File: src/hw/rtl/icsp_pkg.sv
`timescale 1ns / 1ps

package icsp_pkg;

    localparam int BEAT_BYTES = 8;
    localparam int WORD_BITS  = 8 * BEAT_BYTES;
    localparam int PEND_BITS  = WORD_BITS - 8;
    localparam int WIN_BITS   = 2 * WORD_BITS - 8;
    localparam int CNT_BITS   = $clog2(BEAT_BYTES + 1);
    localparam int PC_BITS    = $clog2(BEAT_BYTES);
    localparam int SUM_BITS   = 32;

    typedef struct packed {
        logic [WORD_BITS-1:0] sum;
        logic [PEND_BITS-1:0] pend;
        logic                 raw;
        logic                 odd;
    } fold_in_t;

    // ones' complement add: carry out wraps into bit 0
    function automatic logic [WORD_BITS-1:0] add_eac(input logic [WORD_BITS-1:0] a,
                                                     input logic [WORD_BITS-1:0] b);
        logic [WORD_BITS:0] s;
        begin
            s = {1'b0, a} + {1'b0, b};
            add_eac = s[WORD_BITS-1:0] + {{(WORD_BITS-1){1'b0}}, s[WORD_BITS]};
        end
    endfunction

endpackage

File: src/hw/rtl/icsp_lane.sv
`timescale 1ns / 1ps

module icsp_lane #(
    parameter int LANE = 0
) (
    input  logic [7:0]                   byte_in,
    input  logic                         en,
    input  logic [icsp_pkg::PC_BITS-1:0] pc,
    output logic [icsp_pkg::WIN_BITS-1:0] placed
);

    localparam int POS_BITS = icsp_pkg::PC_BITS + 1;

    logic [POS_BITS-1:0]               pos;
    logic [icsp_pkg::WIN_BITS-1:0]     ext;

    assign pos    = POS_BITS'(LANE) + {1'b0, pc};
    assign ext    = {{(icsp_pkg::WIN_BITS-8){1'b0}}, byte_in};
    assign placed = en ? (ext << {pos, 3'b000}) : '0;

endmodule

File: src/hw/rtl/icsp_align.sv
`timescale 1ns / 1ps

module icsp_align (
    input  logic [icsp_pkg::WORD_BITS-1:0] data,
    input  logic [icsp_pkg::CNT_BITS-1:0]  count,
    input  logic                           take_first,
    input  logic [icsp_pkg::PEND_BITS-1:0] pend,
    input  logic [icsp_pkg::PC_BITS-1:0]   pc,
    output logic [icsp_pkg::WORD_BITS-1:0] word,
    output logic                           full,
    output logic [icsp_pkg::PEND_BITS-1:0] new_pend,
    output logic [icsp_pkg::PC_BITS-1:0]   new_pc
);

    localparam int NB = icsp_pkg::BEAT_BYTES;

    logic [icsp_pkg::CNT_BITS-1:0]  n;
    logic [icsp_pkg::CNT_BITS-1:0]  m;
    logic [icsp_pkg::WORD_BITS-1:0] shifted;
    logic [icsp_pkg::CNT_BITS:0]    total;
    logic [icsp_pkg::WIN_BITS-1:0]  lane_out [NB];
    logic [icsp_pkg::WIN_BITS-1:0]  window;

    assign n       = (count > icsp_pkg::CNT_BITS'(NB)) ? icsp_pkg::CNT_BITS'(NB) : count;
    // odd leading byte is summed apart, the rest slides down one lane
    assign m       = n - {{(icsp_pkg::CNT_BITS-1){1'b0}}, take_first};
    assign shifted = take_first ? (data >> 8) : data;

    genvar i;
    generate
        for (i = 0; i < NB; i++) begin : g_lane
            icsp_lane #(.LANE(i)) u_lane (
                .byte_in (shifted[8*i +: 8]),
                .en      (icsp_pkg::CNT_BITS'(i) < m),
                .pc      (pc),
                .placed  (lane_out[i])
            );
        end
    endgenerate

    always_comb
    begin
        window = {{(icsp_pkg::WIN_BITS-icsp_pkg::PEND_BITS){1'b0}}, pend};
        for (int k = 0; k < NB; k++)
        begin
            window = window | lane_out[k];
        end
    end

    assign total    = {{(icsp_pkg::CNT_BITS-icsp_pkg::PC_BITS+1){1'b0}}, pc} + {1'b0, m};
    assign full     = total[icsp_pkg::PC_BITS];
    assign word     = window[icsp_pkg::WORD_BITS-1:0];
    assign new_pend = full ? window[icsp_pkg::WIN_BITS-1:icsp_pkg::WORD_BITS]
                           : window[icsp_pkg::PEND_BITS-1:0];
    assign new_pc   = total[icsp_pkg::PC_BITS-1:0];

endmodule

File: src/hw/rtl/icsp_fold.sv
`timescale 1ns / 1ps

module icsp_fold (
    input  logic                          clk,
    input  logic                          rst_n,
    input  logic                          in_valid,
    output logic                          in_ready,
    input  icsp_pkg::fold_in_t            in_data,
    output logic                          out_valid,
    input  logic                          out_ready,
    output logic [icsp_pkg::SUM_BITS-1:0] out_data
);

    localparam int W = icsp_pkg::WORD_BITS;

    logic          c_valid_reg, d_valid_reg, e_valid_reg;
    logic          c_ready, d_ready, e_ready;
    logic [W-1:0]  c_sum_reg;
    logic          c_raw_reg, c_odd_reg;
    logic [31:0]   d_sum_reg;
    logic          d_raw_reg, d_odd_reg;
    logic [31:0]   e_sum_reg;

    logic [W-1:0]  c_sum_next;
    logic [32:0]   s33;
    logic [31:0]   d_sum_next;
    logic [16:0]   h17;
    logic [15:0]   h16;
    logic [31:0]   e_sum_next;

    assign e_ready  = !e_valid_reg || out_ready;
    assign d_ready  = !d_valid_reg || e_ready;
    assign c_ready  = !c_valid_reg || d_ready;
    assign in_ready = c_ready;

    assign c_sum_next = in_data.raw ? in_data.sum
                      : icsp_pkg::add_eac(in_data.sum, {8'h00, in_data.pend});

    // fold 64 -> 32 with end-around carry
    assign s33        = {1'b0, c_sum_reg[31:0]} + {1'b0, c_sum_reg[63:32]};
    assign d_sum_next = c_raw_reg ? c_sum_reg[31:0] : (s33[31:0] + {31'b0, s33[32]});

    // odd start: fold to 16 and swap bytes
    assign h17        = {1'b0, d_sum_reg[31:16]} + {1'b0, d_sum_reg[15:0]};
    assign h16        = h17[15:0] + {15'b0, h17[16]};
    assign e_sum_next = (d_odd_reg && !d_raw_reg) ? {16'h0000, h16[7:0], h16[15:8]} : d_sum_reg;

    always_ff @(posedge clk or negedge rst_n)
    begin
        if (!rst_n)
        begin
            c_valid_reg <= 1'b0;
            d_valid_reg <= 1'b0;
            e_valid_reg <= 1'b0;
        end
        else
        begin
            if (c_ready)
            begin
                c_valid_reg <= in_valid;
            end
            if (d_ready)
            begin
                d_valid_reg <= c_valid_reg;
            end
            if (e_ready)
            begin
                e_valid_reg <= d_valid_reg;
            end
        end
    end

    always_ff @(posedge clk)
    begin
        if (c_ready && in_valid)
        begin
            c_sum_reg <= c_sum_next;
            c_raw_reg <= in_data.raw;
            c_odd_reg <= in_data.odd;
        end
        if (d_ready && c_valid_reg)
        begin
            d_sum_reg <= d_sum_next;
            d_raw_reg <= c_raw_reg;
            d_odd_reg <= c_odd_reg;
        end
        if (e_ready && d_valid_reg)
        begin
            e_sum_reg <= e_sum_next;
        end
    end

    assign out_valid = e_valid_reg;
    assign out_data  = e_sum_reg;

endmodule

File: src/hw/rtl/internet_checksum_partial_top.sv
`timescale 1ns / 1ps
// Throughput: one beat of up to 8 bytes per clock, no bubbles between packets;
// s_tready drops only when a last beat waits on a full result pipe (m_tready low).
// The checksum reaches m_tvalid through the registers that follow the edge taking the last beat
// (registers: align, accumulate, pending add, 64->32 fold, 16-bit fold/swap + output).
// The 64-bit accumulator add with end-around carry is a per-beat loop, as is the pending state.
// Reset (rst_n, async, active low) clears all packet state and empties the pipe.
module internet_checksum_partial_top (
    input  logic         clk,
    input  logic         rst_n,
    input  logic         s_tvalid,
    output logic         s_tready,
    input  logic [103:0] s_tdata,   // data_word[63:0], byte_count[67:64], seed_sum[99:68], 0
    input  logic [1:0]   s_tuser,   // first_beat[0], odd_start[1]
    input  logic         s_tlast,   // last_beat
    output logic         m_tvalid,
    input  logic         m_tready,
    output logic [31:0]  m_tdata    // checksum[31:0]
);

    localparam int W  = icsp_pkg::WORD_BITS;
    localparam int PW = icsp_pkg::PEND_BITS;
    localparam int PC = icsp_pkg::PC_BITS;

    logic [W-1:0]                  data_word;
    logic [icsp_pkg::CNT_BITS-1:0] byte_count;
    logic [31:0]                   seed_sum;
    logic                          first_beat, odd_start, last_beat;

    logic [PW-1:0] pend_reg;
    logic [PC-1:0] pc_reg;
    logic          odd_mode_reg, fbt_reg;
    logic [W-1:0]  acc_reg;

    logic          odd_eff, fbt_eff, take_first, fbt_new;
    logic [PW-1:0] pend_eff;
    logic [PC-1:0] pc_eff;
    logic [W-1:0]  word;
    logic          full;
    logic [PW-1:0] new_pend;
    logic [PC-1:0] new_pc;
    logic [W-1:0]  term;
    logic          s_accept;

    logic          a_valid_reg, a_first_reg, a_last_reg, a_raw_reg, a_odd_reg;
    logic [W-1:0]  a_term_reg;
    logic [31:0]   a_seed_reg;
    logic [PW-1:0] a_pend_reg;
    logic          a_move;
    logic [W-1:0]  sum1;

    logic               b_valid_reg;
    icsp_pkg::fold_in_t b_reg;
    logic               b_ready, fold_ready;

    assign data_word  = s_tdata[63:0];
    assign byte_count = s_tdata[67:64];
    assign seed_sum   = s_tdata[99:68];
    assign first_beat = s_tuser[0];
    assign odd_start  = s_tuser[1];
    assign last_beat  = s_tlast;

    // a first beat starts from cleared state
    assign odd_eff    = first_beat ? odd_start : odd_mode_reg;
    assign fbt_eff    = first_beat ? 1'b0 : fbt_reg;
    assign pend_eff   = first_beat ? '0 : pend_reg;
    assign pc_eff     = first_beat ? '0 : pc_reg;
    assign take_first = odd_eff && !fbt_eff && (byte_count != '0);
    assign fbt_new    = fbt_eff || take_first;

    icsp_align u_align (
        .data       (data_word),
        .count      (byte_count),
        .take_first (take_first),
        .pend       (pend_eff),
        .pc         (pc_eff),
        .word       (word),
        .full       (full),
        .new_pend   (new_pend),
        .new_pc     (new_pc)
    );

    // pending is empty while the odd byte is still owed, so at most one term per beat
    assign term = take_first ? {{(W-16){1'b0}}, data_word[7:0], 8'h00}
                : (full ? word : '0);

    assign b_ready  = !b_valid_reg || fold_ready;
    assign a_move   = a_valid_reg && (!a_last_reg || b_ready);
    assign s_tready = !a_valid_reg || a_move;
    assign s_accept = s_tvalid && s_tready;

    assign sum1 = icsp_pkg::add_eac(a_first_reg ? {32'h0, a_seed_reg} : acc_reg, a_term_reg);

    always_ff @(posedge clk or negedge rst_n)
    begin
        if (!rst_n)
        begin
            pend_reg     <= '0;
            pc_reg       <= '0;
            odd_mode_reg <= 1'b0;
            fbt_reg      <= 1'b0;
            acc_reg      <= '0;
            a_valid_reg  <= 1'b0;
            b_valid_reg  <= 1'b0;
        end
        else
        begin
            if (s_accept)
            begin
                if (last_beat)
                begin
                    pend_reg     <= '0;
                    pc_reg       <= '0;
                    odd_mode_reg <= 1'b0;
                    fbt_reg      <= 1'b0;
                end
                else
                begin
                    pend_reg     <= new_pend;
                    pc_reg       <= new_pc;
                    odd_mode_reg <= odd_eff;
                    fbt_reg      <= fbt_new;
                end
            end
            if (s_tready)
            begin
                a_valid_reg <= s_tvalid;
            end
            if (a_move)
            begin
                acc_reg <= a_last_reg ? '0 : sum1;
            end
            if (a_move && a_last_reg)
            begin
                b_valid_reg <= 1'b1;
            end
            else if (fold_ready)
            begin
                b_valid_reg <= 1'b0;
            end
        end
    end

    always_ff @(posedge clk)
    begin
        if (s_accept)
        begin
            a_term_reg  <= term;
            a_first_reg <= first_beat;
            a_last_reg  <= last_beat;
            a_seed_reg  <= seed_sum;
            a_pend_reg  <= last_beat ? new_pend : '0;
            a_raw_reg   <= odd_eff && !fbt_new;
            a_odd_reg   <= odd_eff;
        end
        if (a_move && a_last_reg)
        begin
            b_reg.sum  <= sum1;
            b_reg.pend <= a_pend_reg;
            b_reg.raw  <= a_raw_reg;
            b_reg.odd  <= a_odd_reg;
        end
    end

    icsp_fold u_fold (
        .clk       (clk),
        .rst_n     (rst_n),
        .in_valid  (b_valid_reg),
        .in_ready  (fold_ready),
        .in_data   (b_reg),
        .out_valid (m_tvalid),
        .out_ready (m_tready),
        .out_data  (m_tdata)
    );

endmodule
File: config.mk
export PLATFORM = sky130hd
export DESIGN_NAME = internet_checksum_partial_top
export DESIGN_NICKNAME = d
export VERILOG_FILES = /design/src/hw/rtl/icsp_pkg.sv /design/src/hw/rtl/icsp_lane.sv /design/src/hw/rtl/icsp_align.sv /design/src/hw/rtl/icsp_fold.sv /design/src/hw/rtl/internet_checksum_partial_top.sv
export SDC_FILE = /design/constraint.sdc
export NUM_CORES = 2
export LEC_CHECK = 0
export BUFFER_PORTS_ARGS = -buffer_cell sky130_fd_sc_hd__buf_4
export CORE_ASPECT_RATIO = 0.7
export CORE_UTILIZATION = 35
export DETAILED_ROUTE_END_ITERATION = 7
export GPL_ROUTABILITY_DRIVEN = 1
export PLACE_DENSITY = 0.49
export SETUP_SLACK_MARGIN = 0.5
export SKIP_LAST_GASP = 1
export SYNTH_ARGS = -nofsm -noshare
export SYNTH_HDL_FRONTEND = slang
export SYNTH_SLANG_ARGS = --single-unit
export TNS_END_PERCENT = 1
File: constraint.sdc
create_clock -name clk -period 9.8 [get_ports clk]
set_input_delay 1.96 -clock clk [delete_from_list [all_inputs] [get_ports clk]]
set_output_delay 1.96 -clock clk [all_outputs]
set_load 0.01 [all_outputs]
==> metrics.txt <==
Vias/cell=6.560; fmax=125.8 MHz; Vias=42.09k; failing checks=DRC, capacitance limit; first-pass GRT wire length=303.6 mm; H-tree depth=2; IO Pins=145; CTS buffer count=59; post-CTS setup buffer count=0; die width=416.2 um; FF/Latch Area=15,560 um2; Post-Syn Area=42,040 um2; Slew Limit Fails=0; multi-input logic area=25,350 um2; Worst R2R Setup Slack=1850 ps; Hold Fails Final Rpt=0; Pleak=0.01749 uW; Synth-to-Final Area Change=12.48%; drt first pass iters=8; Hold Path End=b_reg[24]; ys async rst share=0.2407; antenna violations before repair=16; Final min period=7946 ps; DRC errors left=11; worst skew pair latency=660 ps; setup ws final=1854 ps; RSZ-0062 raised after global routing=false; RR Endpoint=acc_reg[63]; Worst setup SP type=flip-flop; Worst Path Required=10,340 ps; clock skew=32.46 ps; detailed router's first-iteration violation count=6,486; Fin Hold WS=413.7 ps; final wirelength=220.0 mm; Finished Cell Area=47,280 um2; total grt overflow=0; Fillers=11.93k; core area=118,100 um2; synth warn=0; most used cell along the critical path=nand3_1; Reg2Reg Launch Point=a_first_reg; GRT Resource Usage Total=0.3514; PortBufs=140; detailed placement HPWL=172.5 mm; Max clock buf depth=3; worst slack at placement=2105 ps; DP Area=45,290 um2; CTS clk-pin slew, worst paths=60 ps; reg2reg path depth=26; Hold Path Stages=0; crit path max fanout=34; Mean Syn Cell Area=8.868 um2; gpl congestion=1.121; number of synthesized flops with an enable pin=410; Die H=292.0 um; Post-Synthesis Cells=4,740; pin count of the biggest net entering global routing=84; CTS Hold Bufs=0; status=finished, violations left; CTS tree=yes; P per Cell Area=199.8 nW/um2; Tcrit/Tclk final=0.8109; Syn Nets=5,044; Slew Limit Headroom=0.01110; Post-DRT Antenna Nets=0; row count=105; worst min path class=reg2reg; hold_sp=a_pend_reg[22]; Crit. End Element=flip-flop; max reg flops=122; setup TNS=0 ps; worst slew pin tran=1476 ps; Worst path max stage delay=690 ps; Die ar.=121,500 um2; worst setup path class=reg2reg; CP max-delay cell=nor4_1; number of global-route vias before repair=38.38k; Initial Utilization=0.3559; FF+latch count, synth=540; CP arrival=8490 ps; synth unique cells=116; drt wl/cell=34.29 um; clock sink total=540; Max VDD drop=147.3 uV; share of post-route cells with drive strength above 1=0.1180; Nets=5,110; final setup vio count=0; Post-CTS Resized=0; sequential fraction of the synthesis area=0.3703; max-cap violation count=1; ys flop type=edfxtp_1; CTS Root Cell=clkbuf_16
[cell families after synthesis]
logic type                 synth area share
DFF                                  0.3703
buffers and inverters               0.03500
adders and majority gates           0.05834
muxes                               0.02947
xor gates and xnor gates            0.05834
AOI/OAI and AO/OA                    0.2352
and+or+nand+nor                      0.2134
[layer usage]
| metal | GRT usage | up-vias | wire (um) |
|---|---|---|---|
| met5 | 0.02247 | - | 397 |
| met4 | 0.09261 | 14 | 6794 |
| met3 | 0.1695 | 464 | 32720 |
| met2 | 0.4107 | 2673 | 74600 |
| met1 | 0.5414 | 20720 | 105500 |
| li1 | - | 18210 | - |
[worst max path at each step]
stage                start     endpoint  slack (ps)
6_report       a_first_reg  acc_reg[63]        1850
5_1_grt        a_first_reg  acc_reg[63]        1450
4_1_cts        a_first_reg  acc_reg[63]        2050
3_5_place_dp   a_first_reg  acc_reg[63]        2100
3_3_place_gp   a_first_reg  acc_reg[63]        2130
2_1_floorplan     m_tready     b_reg[0]        1500
[metrics by stage]
step	util	power, uW	instances
after floorplan	-	5501	4740
after detailed placement	0.3834	6949	6296
after global routing	0.4001	9818	6406
after global placement	0.3834	6957	6296
after CTS	0.4001	9308	6406
final	0.4003	9448	6416
[Yosys cell counts, types with 48 or more instances]
library cell    n  area, um2
mux2_2         50      563.0
o21ai_0       291       1456
nand2_1       548       2057
nor2b_1        56      350.3
o22ai_1       159      994.7
mux2i_1        66      660.6
xor2_1        111      972.2
nor2_1        412       1546
clkbuf_1      201      754.5
o21a_1         48      360.4
xnor2_1       169       1480
nor3_1        174      870.8
dfrtp_1       130       3253
ha_1          188       2352
inv_1          80      300.3
a21oi_1       272       1361
nand4_1       101      631.9
o221ai_1       59      516.8
edfxtp_1      410      12310
a22o_1         90      788.3
and2_1         96      600.6
nand3_1       121      605.6
a21o_1         78      585.6
[power breakdown]
group	switching [uW]	internal, uW
clock network	1010	1320
logic	2780	1280
registers	223	2850
[cells in the final DEF, fill, tap and decap left out, types with 27 or more instances in the layout]
cell / count
mux2i_1: 27
a221oi_1: 34
a21o_1: 78
nand3_1: 121
nor2b_1: 53
a21oi_1: 272
and3_1: 47
nor4_1: 39
xnor2_1: 167
inv_1: 79
o21a_1: 48
xor2_1: 111
clkbuf_16: 60
edfxtp_1: 410
or3_1: 32
a22o_1: 90
o22ai_1: 159
o211ai_1: 38
nand2b_1: 39
nor2_1: 409
ha_1: 188
nor3_1: 173
mux2_2: 50
and2_1: 96
a211oi_1: 42
o221ai_1: 59
buf_4: 277
nand2_1: 545
o21ai_0: 291
dfrtp_1: 130
nand4_1: 101
[critical path: cells and delay by family, from the launching register on]
family | cells | cell delay, ps
AO/OA/AOI/OAI | 7 | 1240
XOR/XNOR | 1 | 140
adder cells (fa/ha/maj) | 2 | 740
buffers and inverters | 4 | 1360
flip-flops | 1 | 320
multiplexers | 1 | 400
AND/OR/NAND/NOR | 11 | 3560
[final cells by class]
class                   count  area share
multi-input cells        3842      0.5361
clock inverters            36    0.007992
repair buffers            279     0.04464
diodes                     10   0.0005292
well taps                1551     0.04104
clock buffers              74     0.03371
flip-flops and latches    540      0.3292
inverters                  84    0.006801
No activity file was read; power rests on OpenSTA's default activity.
